[config.mk]
export PLATFORM = sky130hd
export DESIGN_NAME = pid_deadband_clamped_flat
export DESIGN_NICKNAME = d
export VERILOG_FILES = /design/src/rtl/pdc_pkg.sv /design/src/rtl/pdc_if.sv /design/src/rtl/pid_deadband_clamped.sv /design/src/rtl/pdc_datapath.sv /design/src/flat_wrapper.sv
export SDC_FILE = /design/constraint.sdc
export NUM_CORES = 2
export LEC_CHECK = 0
export BUFFER_PORTS_ARGS = -buffer_cell sky130_fd_sc_hd__clkbuf_2
export CAP_MARGIN = 15
export CELL_PAD_IN_SITES_DETAIL_PLACEMENT = 1
export CELL_PAD_IN_SITES_GLOBAL_PLACEMENT = 2
export CORE_ASPECT_RATIO = 2
export CORE_UTILIZATION = 46
export CTS_BUF_LIST = sky130_fd_sc_hd__clkbuf_8 sky130_fd_sc_hd__clkbuf_16
export CTS_CLUSTER_SIZE = 24
export DETAILED_ROUTE_END_ITERATION = 7
export MAX_ROUTING_LAYER = met4
export PLACE_DENSITY_LB_ADDON = 0.1
export REMOVE_ABC_BUFFERS = 1
export SETUP_SLACK_MARGIN = 0.15
export SKIP_LAST_GASP = 1
export SLEW_MARGIN = 20
export SYNTH_ARGS = -nofsm -noshare
export SYNTH_HDL_FRONTEND = slang
export SYNTH_SLANG_ARGS = --single-unit
export TNS_END_PERCENT = 50
[constraint.sdc]
create_clock -name clk -period 34.4 [get_ports clk]
set_input_delay 10.32 -clock clk [delete_from_list [all_inputs] [get_ports clk]]
set_output_delay 10.32 -clock clk [all_outputs]
set_load 0.01 [all_outputs]
[src/rtl/pdc_pkg.sv]
// Package: widths, register indexes, configuration type and reset values for the PID block.
`timescale 1ns / 1ps

package pdc_pkg;

  localparam int ERR_W   = 16;
  localparam int GAIN_W  = 16;
  localparam int LIM_W   = 15;
  localparam int ACC_W   = 17;
  localparam int IDX_W   = 3;
  localparam int DATA_W  = 16;
  localparam int FRAC_W  = 8;

  typedef enum logic [IDX_W-1:0] {
    REG_GAIN_P    = 3'd0,
    REG_GAIN_I    = 3'd1,
    REG_GAIN_D    = 3'd2,
    REG_LIMIT     = 3'd3,
    REG_DEAD_ZONE = 3'd4
  } reg_idx_t;

  typedef struct packed {
    logic signed [GAIN_W-1:0] gain_p;
    logic signed [GAIN_W-1:0] gain_i;
    logic signed [GAIN_W-1:0] gain_d;
    logic        [LIM_W-1:0]  limit;
    logic        [LIM_W-1:0]  dead_zone;
  } cfg_t;

  localparam cfg_t CFG_RESET = '{
    gain_p:    16'sd256,
    gain_i:    16'sd0,
    gain_d:    16'sd0,
    limit:     15'h7fff,
    dead_zone: 15'h0000
  };

endpackage

[src/rtl/pdc_if.sv]
// Interfaces: input item, result item and configuration write channels.
`timescale 1ns / 1ps

interface pdc_in_if import pdc_pkg::*; ();
  logic                    valid;
  logic                    ready;
  logic                    func;
  logic signed [ERR_W-1:0] err_in;
  modport source (output valid, func, err_in, input ready);
  modport sink   (input valid, func, err_in, output ready);
endinterface

interface pdc_out_if import pdc_pkg::*; ();
  logic                    valid;
  logic                    ready;
  logic signed [ERR_W-1:0] drive;
  logic                    in_dead_zone;
  modport source (output valid, drive, in_dead_zone, input ready);
  modport sink   (input valid, drive, in_dead_zone, output ready);
endinterface

interface pdc_cfg_if import pdc_pkg::*; ();
  logic              valid;
  logic              ready;
  logic [IDX_W-1:0]  index;
  logic [DATA_W-1:0] data;
  modport source (output valid, index, data, input ready);
  modport sink   (input valid, index, data, output ready);
endinterface

[src/rtl/pid_deadband_clamped.sv]
// Top level: PID controller with dead zone and anti-windup, registered single pass.
//
//   channel  dir  payload                    handshake
//   in_ch    in   func, err_in               valid/ready
//   out_ch   out  drive, in_dead_zone        valid/ready
//   cfg_ch   in   index, data                valid/ready, ready always high
//
// One item per cycle unless the result stalls; an accepted input is registered in the
// input stage, then its result in the output register, where it is held until taken.
// The integral/last-error loop closes through the update logic into its own registers.
// Reset (rst_n low, synchronous) clears state and valids, sets configuration to defaults.
// A stalled result holds the input stage; input ready is high when it is empty or advances.
`timescale 1ns / 1ps

module pid_deadband_clamped import pdc_pkg::*; (
  input logic       clk,
  input logic       rst_n,
  pdc_in_if.sink    in_ch,
  pdc_out_if.source out_ch,
  pdc_cfg_if.sink   cfg_ch
);

  cfg_t                    cfg_r;
  logic signed [ACC_W-1:0] accum_r;
  logic signed [ERR_W-1:0] prev_r;
  logic                    in_valid_r;
  logic                    func_r;
  logic signed [ERR_W-1:0] err_r;
  logic                    out_valid_r;
  logic signed [ERR_W-1:0] drive_r;
  logic                    dz_r;

  logic signed [ACC_W-1:0] accum_nxt;
  logic signed [ERR_W-1:0] prev_nxt;
  logic signed [ERR_W-1:0] drive_nxt;
  logic                    dz_nxt;
  logic                    advance;

  assign advance      = in_valid_r && (!out_valid_r || out_ch.ready);
  assign in_ch.ready  = !in_valid_r || advance;
  assign cfg_ch.ready = 1'b1;

  assign out_ch.valid        = out_valid_r;
  assign out_ch.drive        = drive_r;
  assign out_ch.in_dead_zone = dz_r;

  pdc_datapath u_dp (
    .cfg          (cfg_r),
    .accum        (accum_r),
    .prev_err     (prev_r),
    .func         (func_r),
    .err_in       (err_r),
    .drive        (drive_nxt),
    .in_dead_zone (dz_nxt),
    .accum_nxt    (accum_nxt),
    .prev_nxt     (prev_nxt)
  );

  always_ff @(posedge clk) begin
    if (!rst_n) begin
      cfg_r <= CFG_RESET;
    end else if (cfg_ch.valid) begin
      unique case (cfg_ch.index)
        REG_GAIN_P:    cfg_r.gain_p    <= cfg_ch.data;
        REG_GAIN_I:    cfg_r.gain_i    <= cfg_ch.data;
        REG_GAIN_D:    cfg_r.gain_d    <= cfg_ch.data;
        REG_LIMIT:     cfg_r.limit     <= cfg_ch.data[LIM_W-1:0];
        REG_DEAD_ZONE: cfg_r.dead_zone <= cfg_ch.data[LIM_W-1:0];
        default: ;
      endcase
    end
  end

  always_ff @(posedge clk) begin
    if (!rst_n) begin
      in_valid_r  <= 1'b0;
      out_valid_r <= 1'b0;
      accum_r     <= '0;
      prev_r      <= '0;
    end else begin
      if (in_ch.ready) begin
        in_valid_r <= in_ch.valid;
      end
      if (advance) begin
        out_valid_r <= 1'b1;
        accum_r     <= accum_nxt;
        prev_r      <= prev_nxt;
      end else if (out_ch.ready) begin
        out_valid_r <= 1'b0;
      end
    end
  end

  always_ff @(posedge clk) begin
    if (in_ch.valid && in_ch.ready) begin
      func_r <= in_ch.func;
      err_r  <= in_ch.err_in;
    end
    if (advance) begin
      drive_r <= drive_nxt;
      dz_r    <= dz_nxt;
    end
  end

endmodule

[src/rtl/pdc_datapath.sv]
// PID update: dead zone, integral separation and clamp, three products, shift and saturation.
`timescale 1ns / 1ps

module pdc_datapath import pdc_pkg::*; (
  input  cfg_t                    cfg,
  input  logic signed [ACC_W-1:0] accum,
  input  logic signed [ERR_W-1:0] prev_err,
  input  logic                    func,
  input  logic signed [ERR_W-1:0] err_in,
  output logic signed [ERR_W-1:0] drive,
  output logic                    in_dead_zone,
  output logic signed [ACC_W-1:0] accum_nxt,
  output logic signed [ERR_W-1:0] prev_nxt
);

  localparam int SUM_W = 35;
  localparam int SH_W  = SUM_W - FRAC_W;

  logic signed [ACC_W-1:0]    e_ext;
  logic        [ACC_W-1:0]    mag;
  logic                       dz;
  logic                       integ_en;
  logic signed [ACC_W:0]      acc_sum;
  logic signed [ACC_W:0]      lim_a;
  logic signed [ACC_W:0]      acc_clamp;
  logic signed [ACC_W-1:0]    acc_new;
  logic signed [ACC_W-1:0]    diff;
  logic signed [31:0]         p_term;
  logic signed [32:0]         i_term;
  logic signed [32:0]         d_term;
  logic signed [SUM_W-1:0]    sum;
  logic signed [SH_W-1:0]     sh;
  logic signed [SH_W-1:0]     lim_o;
  logic signed [SH_W-1:0]     res;

  always_comb begin
    e_ext    = {err_in[ERR_W-1], err_in};
    mag      = e_ext[ACC_W-1] ? ACC_W'(-e_ext) : e_ext;
    dz       = mag < {2'b00, cfg.dead_zone};
    integ_en = {mag, 1'b0} < {3'b000, cfg.limit};

    // integral with clamp to +-limit
    acc_sum = {accum[ACC_W-1], accum} + {e_ext[ACC_W-1], e_ext};
    lim_a   = signed'({3'b000, cfg.limit});
    if (acc_sum > lim_a) begin
      acc_clamp = lim_a;
    end else if (acc_sum < -lim_a) begin
      acc_clamp = -lim_a;
    end else begin
      acc_clamp = acc_sum;
    end
    acc_new = integ_en ? acc_clamp[ACC_W-1:0] : accum;

    diff   = e_ext - {prev_err[ERR_W-1], prev_err};
    p_term = cfg.gain_p * err_in;
    i_term = cfg.gain_i * acc_new;
    d_term = cfg.gain_d * diff;
    sum    = SUM_W'(p_term) + SUM_W'(i_term) + SUM_W'(d_term);

    // arithmetic shift: floor of the Q8.8 product sum
    sh    = sum[SUM_W-1:FRAC_W];
    lim_o = signed'({12'd0, cfg.limit});
    if (sh > lim_o) begin
      res = lim_o;
    end else if (sh < -lim_o) begin
      res = -lim_o;
    end else begin
      res = sh;
    end

    if (func || dz) begin
      drive     = '0;
      accum_nxt = '0;
      prev_nxt  = '0;
    end else begin
      drive     = res[ERR_W-1:0];
      accum_nxt = acc_new;
      prev_nxt  = err_in;
    end
    in_dead_zone = !func && dz;
  end

endmodule
[src/flat_wrapper.sv]
// flat-port wrapper written by rule: the top's interface ports become plain ports
module pid_deadband_clamped_flat import pdc_pkg::*;
  (clk, rst_n, in_ch_valid, in_ch_func, in_ch_err_in, in_ch_ready, out_ch_valid, out_ch_drive, out_ch_in_dead_zone, out_ch_ready, cfg_ch_valid, cfg_ch_index, cfg_ch_data, cfg_ch_ready);
  pdc_in_if in_ch_i ();
  pdc_out_if out_ch_i ();
  pdc_cfg_if cfg_ch_i ();
  input logic clk;
  input logic rst_n;
  input wire logic [$bits(in_ch_i.valid)-1:0] in_ch_valid;
  input wire logic [$bits(in_ch_i.func)-1:0] in_ch_func;
  input wire logic [$bits(in_ch_i.err_in)-1:0] in_ch_err_in;
  output wire logic [$bits(in_ch_i.ready)-1:0] in_ch_ready;
  output wire logic [$bits(out_ch_i.valid)-1:0] out_ch_valid;
  output wire logic [$bits(out_ch_i.drive)-1:0] out_ch_drive;
  output wire logic [$bits(out_ch_i.in_dead_zone)-1:0] out_ch_in_dead_zone;
  input wire logic [$bits(out_ch_i.ready)-1:0] out_ch_ready;
  input wire logic [$bits(cfg_ch_i.valid)-1:0] cfg_ch_valid;
  input wire logic [$bits(cfg_ch_i.index)-1:0] cfg_ch_index;
  input wire logic [$bits(cfg_ch_i.data)-1:0] cfg_ch_data;
  output wire logic [$bits(cfg_ch_i.ready)-1:0] cfg_ch_ready;
  assign in_ch_i.valid = in_ch_valid;
  assign in_ch_i.func = in_ch_func;
  assign in_ch_i.err_in = in_ch_err_in;
  assign in_ch_ready = in_ch_i.ready;
  assign out_ch_valid = out_ch_i.valid;
  assign out_ch_drive = out_ch_i.drive;
  assign out_ch_in_dead_zone = out_ch_i.in_dead_zone;
  assign out_ch_i.ready = out_ch_ready;
  assign cfg_ch_i.valid = cfg_ch_valid;
  assign cfg_ch_i.index = cfg_ch_index;
  assign cfg_ch_i.data = cfg_ch_data;
  assign cfg_ch_ready = cfg_ch_i.ready;
  pid_deadband_clamped u_core (.clk(clk), .rst_n(rst_n), .in_ch(in_ch_i), .out_ch(out_ch_i), .cfg_ch(cfg_ch_i));
endmodule
==> impl_metrics.yaml <==
outcome:
  outcome: "finished clean"
pwr:
  internal_power_w: 0.000839
  seqPwrFrac_pct: 10.0
  powerDensity_nw_per_um2: 44.9
  swShare_pct: 58.7
  max-vdd-ir-drop_v: 0.0000727
  p_leak_nw: 22.2
  power.switching_w: 0.00119
  pwr-share-clk_pct: 10.7
  pwr-share-comb_pct: 79.3
yosys:
  postSynthAreaPerCell_um2: 9.07
  syn_inst: 4760
  yosysWarningCount: 0
  ys_seq_elements: 147
  synthMostInstantiatedCell: "inv_1"
  synthArstFlopShare_pct: 0
  yosysUniqueCellTypes: 85
  synth_common_cells: "inv_1, fa_1, nand2_1"
  synth_top_area_share_pct: 44.8
  synth_edf_count: 34
  yosys-top-cells-area: "fa_1, inv_1, ha_1"
  yosysTopAreaCell: "fa_1"
  ys.flop_type: "dfxtp_1"
  syn_area_um2: 43200
  seq_area_frac_synth_pct: 7.61
setup_path:
  crit_top_cell: "clkbuf_2"
  cp-end-kind: "primary output"
  worstPathCellList: "clkbuf_2 -> nor2b_1 -> nand2_1 -> clkbuf_2"
  critPathMaxStageDelay_ns: 0.22
  crit_slowest_cell: "nor2b_1"
  worstSetupPathType: "input pin to primary output"
  setup.worst_path.start_class: "input pin"
  r2r_setup_slack_ns: 17.24
  path_delay_family: "simple AND/OR/NAND/NOR gates"
  required_ns: 24.08
  path_max_fanout: 4
  cp_data_arrival_time_ns: 10.84
  cp_num_buf_inv: 2
finish:
  regArea_um2: 3280
  drive_gt1_share_pct: 4.91
  finalNonFillerCells: 5902
  area_growth_pct: 4.77
  fillers: 10770
  final_nets: 6024
  multiInputGateArea_um2: 34800
hold_path:
  min_path_type: "flip-flop to flip-flop"
clock_tree:
  clock_sinks: 147
  clk_pin_slew_ns: 0.07
  cts_root_buf: "clkbuf_16"
  worstSkewPairLatency_ns: 0.52
  cts-buffers-inserted: 17
  cts_setup_buffers: 0
  ctsHoldBuffers: 0
  cts-htree-levels: 4
  cts_max_path_buffers: 2
  cts_tree: "yes"
  post_cts_resized: 0
place:
  gp_congestion: 1.00
  hpwl_mm: 135
  io_buffers: 59
  dp_cells: 5867
floorplan:
  row_count: 158
  core-area_um2: 92700
  io-pin-count: 61
  die_w_um: 219
  die_y_um: 435
  start_util_pct: 46.5
  die_area_um2: 95100
run:
  maxCapViolCount: 0
detailed_routing:
  via_per_inst: 5.62
  vias: 33181
  first_pass_iters: 5
  wl_mm: 162
  drt_iter0_drc: 1545
  wl_per_cell_um: 27.4
  drc: 0
  ant_nets: 0
sta:
  max_freq_ghz: 0.0473
  fin_crit_ns: 21.16
  slew_viol_final: 0
  min_period_over_period_pct: 61.5
  rsz0062_at_grt: "no"
  finalSetupTns_ns: 0
  fin_worst_skew_ns: 0.0322
  finalHoldViolations: 0
  slew_headroom_pct: 16.5
  setup_violations: 0
  worst_pin_slew_ns: 1.25
global_routing:
  grt_max_degree: 64
  grt_pass1_vias: 38553
  grt_overflow: 0
  grt_use_total_pct: 36.9
  grt_antenna_before_repair: 3
  grt_pass1_wl_mm: 241
power groups by stage:
stage | logic, W | registers, W | clock network (W)
global placement | 0.00154 | 0.000207 | 0
global route | 0.00174 | 0.000205 | 0.000224
CTS | 0.00159 | 0.000204 | 0.000221
detailed placement | 0.00157 | 0.000208 | 0
floorplan | 0.00103 | 0.000209 | 0
finish | 0.00161 | 0.000204 | 0.000217
routing by layer:
| layer | track usage (%) | share of wire [%] |
|---|---|---|
| met1 | 31.5 | 30 |
| met4 | 39.3 | 14 |
| met5 | - | 0 |
| met3 | 3.93 | 2.5 |
| met2 | 65.8 | 54 |
sequential cells by signal, summed over array words and instances (netlist names):
signal                      flops
u_core.accum_r                 17
u_core.cfg_r                   78
u_core.err_r                   16
u_core.func_r                   1
u_core.in_valid_r               1
u_core.out_ch.drive            16
u_core.out_ch.in_dead_zone      1
u_core.out_ch.valid             1
u_core.prev_r                  16
worst paths after layout:
| kind | cells past startpoint | endpoint | from |
|---|---|---|---|
| min reg2reg | 2 | u_core.prev_r[10]$_SDFFE_PN0P_ | u_core.prev_r[10]$_SDFFE_PN0P_ |
| max reg2reg | 53 | u_core.out_ch.drive[12]$_SDFFCE_PP0P_ | u_core.err_r[0]$_DFFE_PP_ |
| min | 2 | u_core.prev_r[10]$_SDFFE_PN0P_ | u_core.prev_r[10]$_SDFFE_PN0P_ |
| max | 4 | in_ch_ready | out_ch_ready |
worst min-delay path, stage by stage (launching register included):
cell and delay, ns:
dfxtp_1 0.31, nand2_1 0.05, a21boi_0 0.06
cell usage in the layout (no fill, tap or decap), types with 34 or more instances in the layout:
cell,instances
a21boi_0,85
a21o_1,34
a21oi_1,78
and2_1,251
buf_4,75
clkbuf_2,58
dfxtp_1,113
edfxtp_1,34
fa_1,964
ha_1,330
inv_1,1108
nand2_1,664
nand2b_1,52
nand3_1,65
nor2_1,118
nor2b_1,91
o211ai_1,52
o21ai_0,75
xnor2_1,69
cell type report:
class | count | share of cell area, %
Antenna cell | 2 | 0.0111
Tap cell | 1200 | 3.32
Clock inverter | 15 | 0.435
Inverter | 1109 | 9.21
Sequential cell | 147 | 7.26
Clock buffer | 17 | 0.941
Timing Repair Buffer | 134 | 1.93
Multi-Input combinational cell | 3278 | 76.9
stage by stage:
step / util (%) / power (W) / area, um2 / setup slack (ns) / hold WS (ns)
2_1_floorplan: - / 0.00124 / 42200 / 13.46 / 0.441
3_3_place_gp: 48.1 / 0.00175 / 44600 / 13.25 / 0.451
3_5_place_dp: 48.1 / 0.00178 / 44600 / 13.23 / 0.457
4_1_cts: 48.7 / 0.00201 / 45200 / 13.24 / 0.467
5_1_grt: 48.8 / 0.00217 / 45200 / 13.17 / 0.493
6_report: 48.8 / 0.00203 / 45200 / 13.24 / 0.464
kinds of logic after synthesis:
| group | share of synthesized area (%) |
|---|---|
| buf+inv | 11.9 |
| other cells | 0.00869 |
| fa+ha+maj | 54.4 |
| xor+xnor | 1.73 |
| mux | 0.890 |
| compound gates | 8.54 |
| simple gates | 15.0 |
| flops | 7.61 |
(Power assumes the default switching activity.)
